==> src/design/gpcm_pkg.sv <==
`timescale 1ns / 1ps
// ----------------------------------------------------------------------------
// gpcm_pkg
// Shared constants, types and helpers for the grid pattern cell marker.
// ----------------------------------------------------------------------------
package gpcm_pkg;

   localparam int MAX_WIDTH   = 256;
   localparam int ADDR_W      = $clog2(MAX_WIDTH);
   localparam int COL_W       = 8;
   localparam int GEOM_W      = 9;
   localparam int CNT_W       = 4;
   localparam int WIN_COLS    = 2;
   localparam int OUT_DEPTH   = 3;
   localparam int PTR_W       = $clog2(OUT_DEPTH);
   localparam int QCNT_W      = $clog2(OUT_DEPTH + 1);
   localparam int CSR_IDX_W   = 2;
   localparam int STORE_W     = 2;

   localparam logic [CSR_IDX_W-1:0] CSR_GRID_WIDTH  = 2'd0;
   localparam logic [CSR_IDX_W-1:0] CSR_GRID_HEIGHT = 2'd1;
   localparam logic [CSR_IDX_W-1:0] CSR_MIN_INNER   = 2'd2;

   localparam logic [GEOM_W-1:0] GEOM_MIN       = 9'd3;
   localparam logic [GEOM_W-1:0] GEOM_MAX       = 9'd256;
   localparam logic [GEOM_W-1:0] WIDTH_LIMIT    = GEOM_W'(MAX_WIDTH);
   localparam logic [GEOM_W-1:0] RST_GRID_GEOM  = 9'd160;
   localparam logic [CNT_W-1:0]  RST_MIN_INNER  = 4'd8;
   localparam logic [COL_W-1:0]  EDGE_MARGIN    = 8'd2;

   typedef struct packed {
      logic [COL_W-1:0] row;
      logic [COL_W-1:0] col;
   } mark_type;

   function automatic logic [1:0] bits3(input logic [2:0] v);
      return {1'b0, v[0]} + {1'b0, v[1]} + {1'b0, v[2]};
   endfunction

   function automatic logic [GEOM_W-1:0] clamp_geom(input logic [GEOM_W-1:0] v);
      logic [GEOM_W-1:0] r;
      r = v;
      if (v < GEOM_MIN) begin
         r = GEOM_MIN;
      end else if (v > GEOM_MAX) begin
         r = GEOM_MAX;
      end
      return r;
   endfunction

endpackage

==> src/design/gpcm_ram.sv <==
`timescale 1ns / 1ps
// ----------------------------------------------------------------------------
// gpcm_ram
// Generic single write port, single read port RAM with registered read data.
// ----------------------------------------------------------------------------
module gpcm_ram #(
   parameter int WIDTH = 2,
   parameter int DEPTH = 256
) (
   input  logic                     clock,
   input  logic                     wr_en,
   input  logic [$clog2(DEPTH)-1:0] wr_addr,
   input  logic [WIDTH-1:0]         wr_data,
   input  logic                     rd_en,
   input  logic [$clog2(DEPTH)-1:0] rd_addr,
   output logic [WIDTH-1:0]         rd_data
);

   logic [WIDTH-1:0] mem_ff [DEPTH];
   logic [WIDTH-1:0] rd_data_ff;

   always_ff @(posedge clock) begin
      if (wr_en) begin
         mem_ff[wr_addr] <= wr_data;
      end
      if (rd_en) begin
         rd_data_ff <= mem_ff[rd_addr];
      end
   end

   assign rd_data = rd_data_ff;

endmodule

==> src/design/gpcm_cell.sv <==
`timescale 1ns / 1ps
// ----------------------------------------------------------------------------
// gpcm_cell
// One column of the 3x3 window: holds three non-edge flags, passes them on
// to the next cell and reports how many are set.
// ----------------------------------------------------------------------------
module gpcm_cell
   import gpcm_pkg::*;
(
   input  logic       clock,
   input  logic       reset,
   input  logic       shift_en,
   input  logic [2:0] col_in,
   output logic [2:0] col_out,
   output logic [1:0] ones_out
);

   logic [2:0] col_ff;
   logic [2:0] col_in_w;

   assign col_in_w = shift_en ? col_in : col_ff;

   always_ff @(posedge clock) begin
      if (reset) begin
         col_ff <= '0;
      end else begin
         col_ff <= col_in_w;
      end
   end

   assign col_out  = col_ff;
   assign ones_out = bits3(col_ff);

endmodule

==> src/design/grid_pattern_cell_marker.sv <==
`timescale 1ns / 1ps
// ----------------------------------------------------------------------------
// grid_pattern_cell_marker
// 3x3 binary rank filter over a raster grid; emits the position of every
// interior non-edge cell with enough non-edge cells in its 3x3 window.
//
//   channel | direction | handshake             | payload
//   req     | in        | req_tvalid/req_tready | tdata: is_edge_kind; tuser: frame_start
//   rsp     | out       | rsp_tvalid/rsp_tready | tdata: mark_col, mark_row
//   csr     | in        | csr_valid/csr_ready   | csr_index, csr_data
//
// One cell per cycle while req_tready is high; a mark is formed in stage B and
// written into the result queue. The line store RAM is read on accept and
// written in the next cycle, with a bypass for back-to-back cells at the same column.
// Reset clears all the store valid bits directly; no clearing pass.
// A three-entry result queue absorbs rsp stalls; req_tready drops only when
// the queue plus the cell in flight could fill it.
// ----------------------------------------------------------------------------
module grid_pattern_cell_marker
   import gpcm_pkg::*;
(
   input  logic                 clock,
   input  logic                 reset,
   input  logic                 req_tvalid,
   output logic                 req_tready,
   input  logic [7:0]           req_tdata,   // [0] is_edge_kind
   input  logic                 req_tuser,   // [0] frame_start
   output logic                 rsp_tvalid,
   input  logic                 rsp_tready,
   output logic [15:0]          rsp_tdata,   // [7:0] mark_col, [15:8] mark_row
   input  logic                 csr_valid,
   output logic                 csr_ready,
   input  logic [CSR_IDX_W-1:0] csr_index,
   input  logic [GEOM_W-1:0]    csr_data
);

   // configuration
   logic [GEOM_W-1:0] grid_width_ff, grid_height_ff;
   logic [CNT_W-1:0]  min_inner_ff;

   assign csr_ready = 1'b1;

   always_ff @(posedge clock) begin
      if (reset) begin
         grid_width_ff  <= RST_GRID_GEOM;
         grid_height_ff <= RST_GRID_GEOM;
         min_inner_ff   <= RST_MIN_INNER;
      end else if (csr_valid && csr_ready) begin
         unique case (csr_index)
            CSR_GRID_WIDTH:  grid_width_ff  <= csr_data;
            CSR_GRID_HEIGHT: grid_height_ff <= csr_data;
            CSR_MIN_INNER:   min_inner_ff   <= csr_data[CNT_W-1:0];
            default: ;
         endcase
      end
   end

   // stage A: position of the arriving cell
   logic              accept;
   logic              inner_a;
   logic [GEOM_W-1:0] w_eff, h_eff, w_clamp;
   logic [COL_W-1:0]  col_ff, row_ff, col_in, row_in;
   logic [GEOM_W-1:0] col_a, row_a, col_step, row_step;
   logic [COL_W-1:0]  c_a, r_a;

   assign accept  = req_tvalid && req_tready;
   assign inner_a = ~req_tdata[0];
   assign w_clamp = clamp_geom(grid_width_ff);
   assign w_eff   = (w_clamp > WIDTH_LIMIT) ? WIDTH_LIMIT : w_clamp;
   assign h_eff   = clamp_geom(grid_height_ff);

   always_comb begin
      col_a = req_tuser ? '0 : {1'b0, col_ff};
      row_a = req_tuser ? '0 : {1'b0, row_ff};
      if (col_a >= w_eff) begin
         col_a = '0;
         row_a = row_a + 1'b1;
      end
      if (row_a >= h_eff) begin
         row_a = '0;
      end
   end

   assign c_a      = col_a[COL_W-1:0];
   assign r_a      = row_a[COL_W-1:0];
   assign col_step = {1'b0, c_a} + 1'b1;
   assign row_step = {1'b0, r_a} + 1'b1;

   always_comb begin
      if (col_step >= w_eff) begin
         col_in = '0;
         row_in = (row_step >= h_eff) ? '0 : row_step[COL_W-1:0];
      end else begin
         col_in = col_step[COL_W-1:0];
         row_in = r_a;
      end
   end

   always_ff @(posedge clock) begin
      if (reset) begin
         col_ff <= '0;
         row_ff <= '0;
      end else if (accept) begin
         col_ff <= col_in;
         row_ff <= row_in;
      end
   end

   // line store: bit 1 two rows up, bit 0 one row up
   logic                  b_valid_ff;
   logic [COL_W-1:0]      b_col_ff, b_row_ff;
   logic                  b_inner_ff;
   logic                  b_fwd_hit_ff, b_rvalid_ff;
   logic [STORE_W-1:0]    b_fwd_data_ff;
   logic [STORE_W-1:0]    rd_data, store_b, wr_data;
   logic [MAX_WIDTH-1:0]  valid_ff;

   gpcm_ram #(
      .WIDTH (STORE_W),
      .DEPTH (MAX_WIDTH)
   ) u_line_store (
      .clock   (clock),
      .wr_en   (b_valid_ff),
      .wr_addr (b_col_ff[ADDR_W-1:0]),
      .wr_data (wr_data),
      .rd_en   (accept),
      .rd_addr (c_a[ADDR_W-1:0]),
      .rd_data (rd_data)
   );

   always_ff @(posedge clock) begin
      if (reset) begin
         valid_ff   <= '0;
         b_valid_ff <= 1'b0;
      end else begin
         b_valid_ff <= accept;
         if (b_valid_ff) begin
            valid_ff[b_col_ff[ADDR_W-1:0]] <= 1'b1;
         end
      end
   end

   always_ff @(posedge clock) begin
      if (accept) begin
         b_col_ff      <= c_a;
         b_row_ff      <= r_a;
         b_inner_ff    <= inner_a;
         b_fwd_hit_ff  <= b_valid_ff && (b_col_ff == c_a);
         b_fwd_data_ff <= wr_data;
         b_rvalid_ff   <= valid_ff[c_a[ADDR_W-1:0]];
      end
   end

   // stage B: window and decision
   logic [2:0]       newcol;
   logic [2:0]       chain_col [WIN_COLS+1];
   logic [1:0]       ones [WIN_COLS];
   logic [CNT_W-1:0] count_b;
   logic             hit_b;

   assign store_b = b_fwd_hit_ff ? b_fwd_data_ff :
                    (b_rvalid_ff ? rd_data : '0);
   assign newcol  = {store_b[1], store_b[0], b_inner_ff};
   assign wr_data = {store_b[0], b_inner_ff};
   assign chain_col[0] = newcol;

   for (genvar i = 0; i < WIN_COLS; i++) begin : g_cell
      gpcm_cell u_cell (
         .clock    (clock),
         .reset    (reset),
         .shift_en (b_valid_ff),
         .col_in   (chain_col[i]),
         .col_out  (chain_col[i+1]),
         .ones_out (ones[i])
      );
   end

   always_comb begin
      count_b = CNT_W'(bits3(newcol));
      for (int i = 0; i < WIN_COLS; i++) begin
         count_b = count_b + CNT_W'(ones[i]);
      end
   end

   assign hit_b = (b_col_ff >= EDGE_MARGIN) && (b_row_ff >= EDGE_MARGIN) &&
                  chain_col[1][1] && (count_b >= min_inner_ff);

   // result queue
   mark_type          q_ff [OUT_DEPTH];
   mark_type          mark_b;
   logic [PTR_W-1:0]  head_ff, tail_ff;
   logic [QCNT_W-1:0] count_ff;
   logic              push, pop;

   function automatic logic [PTR_W-1:0] ptr_next(input logic [PTR_W-1:0] p);
      return (p == PTR_W'(OUT_DEPTH - 1)) ? '0 : p + 1'b1;
   endfunction

   assign mark_b.col = b_col_ff - 1'b1;
   assign mark_b.row = b_row_ff - 1'b1;
   assign push       = b_valid_ff && hit_b;
   assign pop        = rsp_tvalid && rsp_tready;

   always_ff @(posedge clock) begin
      if (reset) begin
         head_ff  <= '0;
         tail_ff  <= '0;
         count_ff <= '0;
      end else begin
         if (push) begin
            tail_ff <= ptr_next(tail_ff);
         end
         if (pop) begin
            head_ff <= ptr_next(head_ff);
         end
         count_ff <= count_ff + QCNT_W'(push) - QCNT_W'(pop);
      end
   end

   always_ff @(posedge clock) begin
      if (push) begin
         q_ff[tail_ff] <= mark_b;
      end
   end

   assign req_tready = ((QCNT_W+1)'(count_ff) + (QCNT_W+1)'(b_valid_ff))
                       < (QCNT_W+1)'(OUT_DEPTH);
   assign rsp_tvalid = (count_ff != '0);
   assign rsp_tdata  = q_ff[head_ff];

   // checks
   assert property (@(posedge clock) disable iff (reset)
      count_ff <= QCNT_W'(OUT_DEPTH))
      else $error("result queue count out of range");

   assert property (@(posedge clock) disable iff (reset)
      push && !pop |-> count_ff < QCNT_W'(OUT_DEPTH))
      else $error("result queue overflow");

   assert property (@(posedge clock) disable iff (reset)
      push |-> (b_col_ff >= EDGE_MARGIN) && (b_row_ff >= EDGE_MARGIN))
      else $error("mark raised for a border cell");

   assert property (@(posedge clock) disable iff (reset)
      count_ff == '0 |-> head_ff == tail_ff)
      else $error("result queue pointers disagree with count");

endmodule

==> config.mk <==
export PLATFORM = sky130hd
export DESIGN_NAME = grid_pattern_cell_marker
export DESIGN_NICKNAME = d
export VERILOG_FILES = /design/src/design/gpcm_pkg.sv /design/src/design/gpcm_ram.sv /design/src/design/gpcm_cell.sv /design/src/design/grid_pattern_cell_marker.sv
export SDC_FILE = /design/constraint.sdc
export NUM_CORES = 2
export LEC_CHECK = 0
export BUFFER_PORTS_ARGS = -buffer_cell sky130_fd_sc_hd__buf_2
export CORE_MARGIN = 4
export CORE_UTILIZATION = 35
export DETAILED_ROUTE_END_ITERATION = 8
export PLACE_DENSITY_LB_ADDON = 0.3
export SYNTH_ARGS = -nofsm -noshare
export SYNTH_HDL_FRONTEND = slang
export SYNTH_HIERARCHICAL = 1
export SYNTH_SLANG_ARGS = --single-unit
==> constraint.sdc <==
create_clock -name clock -period 30.7 [get_ports clock]
set_input_delay 4.605 -clock clock [delete_from_list [all_inputs] [get_ports clock]]
set_output_delay 4.605 -clock clock [all_outputs]
set_load 0.02 [all_outputs]
==> flow_metrics.env <==
export IMPL_run_status="completed"
export IMPL_start_util=0.353
export IMPL_critPathTopFamily="compound AO/OA/AOI/OAI gates"
export IMPL_cts_buffer_depth=3
export IMPL_required_ps=31260
export IMPL_syn_instance_count=3224
export IMPL_peakVddDrop_uv=37.2
export IMPL_ys_ff_latch=892
export IMPL_yosys_top_cells_count="nor2_1, edfxtp_1, a21oi_1"
export IMPL_num_fill_cells=10400
export IMPL_p_switching_mw=0.601
export IMPL_vias_per_cell=5.52
export IMPL_drive_above_1_share=0.120
export IMPL_fmax_ghz=0.0861
export IMPL_synth_warnings=6
export IMPL_grt_pass1_vias=24700
export IMPL_grt_max_degree=259
export IMPL_cts_resized_gates=0
export IMPL_syn_nets=3309
export IMPL_yosysTopAreaCellShare=0.455
export IMPL_relSlewSlack=0.137
export IMPL_drv_slew=0
export IMPL_grt_ovfl_total=0
export IMPL_post_synth_top_count_cell="nor2_1"
export IMPL_synth_edf_count=583
export IMPL_synth_seq_area_share=0.616
export IMPL_synthTopCellsByArea="edfxtp_1, dfxtp_1, nor2_1"
export IMPL_fin_crit_ps=11620
export IMPL_htree_levels=3
export IMPL_final_nets=3271
export IMPL_worst_slew_pin_transition_ps=1290
export IMPL_grtUsageTotal=0.174
export IMPL_firstDrtPassIters=6
export IMPL_clock_sinks=892
export IMPL_hold_viol=0
export IMPL_max_stage_delay_ps=840
export IMPL_critPathCaptureType="register"
export IMPL_final_area_um2=42800
export IMPL_finalCritPeriodShare=0.379
export IMPL_dp_hpwl_um=60200
export IMPL_drt_iter0_markers=2694
export IMPL_wirelength_um=103000
export IMPL_drv_cap=0
export IMPL_rsz0062_at_grt="false"
export IMPL_slowest_stage="o41ai_2"
export IMPL_fp_dieW_um=340
export IMPL_path_clk_slew_ps=60
export IMPL_drc=0
export IMPL_critPathKind="in2reg"
export IMPL_powerDensity_nw_per_um2=60.3
export IMPL_grt_pass1_wl_um=156000
export IMPL_p_sw_frac=0.232
export IMPL_clockRootBuffer="clkbuf_16"
export IMPL_postCtsHoldBufs=0
export IMPL_io_pins=44
export IMPL_placed_area_um2=39800
export IMPL_combPwrFrac=0.064
export IMPL_grt_antenna_before_repair=1
export IMPL_core_um2=109000
export IMPL_final_seq_area_um2=23700
export IMPL_arrival_ps=12180
export IMPL_cts_tree="yes"
export IMPL_p_int_mw=1.98
export IMPL_ys_flop_type="edfxtp_1"
export IMPL_syn_area_per_cell_um2=11.9
export IMPL_multiInputGateArea_um2=13500
export IMPL_synth_cell_types=104
export IMPL_cts_setup_buffers=0
export IMPL_cp_max_fo=15
export IMPL_cp_start_kind="primary input"
export IMPL_synth_top_area_cell="edfxtp_1"
export IMPL_seqPwrFrac=0.507
export IMPL_skew_ps=31.0
export IMPL_gp_routability_congestion=0.782
export IMPL_rows=121
export IMPL_finalSetupTns_ps=0
export IMPL_antenna_left=0
export IMPL_die_area_um2=115000
export IMPL_avgRoutedWirePerCell_um=22.1
export IMPL_syn_to_final_growth_pct=11.4
export IMPL_num_vias=25800
export IMPL_syn_cell_area_um2=38500
export IMPL_insertion_delay_ps=670
export IMPL_p_leak_nw=14.0
export IMPL_antenna_cells=0
export IMPL_fin_util=0.393
export IMPL_fp_dieH_um=340
export IMPL_setup_viol=0
export IMPL_io_buffers=35
export IMPL_clkPwrFrac=0.428
export IMPL_async_flop_share=0
export IMPL_crit_buf_inv=5
export IMPL_cts_made_buffers=92
export IMPL_hp_class="reg2reg"
## worst min-delay path, cell delays in order, from the launching register on
cell,delay [ps]
dfxtp_1,310
nand2_1,50
a21oi_1,50
## cells by family after synthesis
group | Yosys count | synth area share
AND/OR/NAND/NOR | 1134 | 0.126
flip-flops | 892 | 0.616
AO/OA/AOI/OAI | 603 | 0.0992
buffers and inverters | 276 | 0.0350
multiplexers | 227 | 0.0965
adder cells (fa/ha/maj) | 60 | 0.0205
XOR/XNOR | 31 | 0.00725
other | 1 | 0.0000975
## per-layer routing
metal  track usage  wire, um  vias to the layer above
met5             0         0                        -
met1         0.247     46200                    13100
met2         0.281     48100                      835
met3        0.0261      7140                      130
met4        0.0429      1900                        0
li1              -         -                    11800
## placed cells by master, fill, tap and decap left out, drive strengths merged, types with 55 or more instances in the layout
master,Yosys,final
mux2i,109,109
clkbuf,161,122
mux4,108,108
dfxtp,309,309
edfxtp,583,583
nand2,264,264
a21oi,313,313
buf,67,97
nor2,621,621
o21ai,65,65
nand3,95,95
ha,55,55
## flip-flops by register name, indices dropped and copies added, names as in the netlist, 4 cells and up, named ones only
name	flops
u_line_store/mem_ff	512
q_ff	48
col_ff	8
grid_height_ff	9
b_row_ff	8
grid_width_ff	9
row_ff	8
valid_ff	256
b_col_ff	8
g_cell.u_cell/col_out	6
min_inner_ff	4
## metrics by stage
step	hold WS [ps]	worst slack [ps]	cells	total power [mW]
floorplan	427	15460	3224	1.46
global placement	437	18460	4506	1.50
detailed placement	446	18520	4506	1.50
CTS	455	19180	4676	2.61
global route	469	18510	4676	2.67
finish	456	19080	4676	2.58
## worst paths after layout
check / endpoint / start / cells after the start / slack, ps
setup / recovery: row_ff[5]$_SDFFE_PP0P_ / req_tuser / 29 / 19080
hold / removal: col_ff[0]$_SDFFE_PP0P_ / col_ff[0]$_SDFFE_PP0P_ / 2 / 460
setup reg to reg: row_ff[5]$_SDFFE_PP0P_ / grid_width_ff[8]$_SDFFE_PP0P_ / 27 / 22780
hold reg to reg: col_ff[0]$_SDFFE_PP0P_ / col_ff[0]$_SDFFE_PP0P_ / 2 / 460
## layout make-up
type                    count  area share
clock inverters            48      0.0104
inverters                  47     0.00441
flip-flops and latches    892       0.553
clock buffers             122      0.0600
repair buffers             97      0.0155
well taps                1414      0.0413
multi-input cells        2056       0.315
## power groups by stage
| stage | clock network [mW] | logic (mW) | registers, mW |
|---|---|---|---|
| floorplan | 0 | 0.117 | 1.34 |
| global placement | 0 | 0.165 | 1.34 |
| detailed placement | 0 | 0.166 | 1.34 |
| CTS | 1.13 | 0.167 | 1.31 |
| global route | 1.18 | 0.181 | 1.31 |
| finish | 1.11 | 0.166 | 1.31 |
Power figures use the tool's default switching activity.
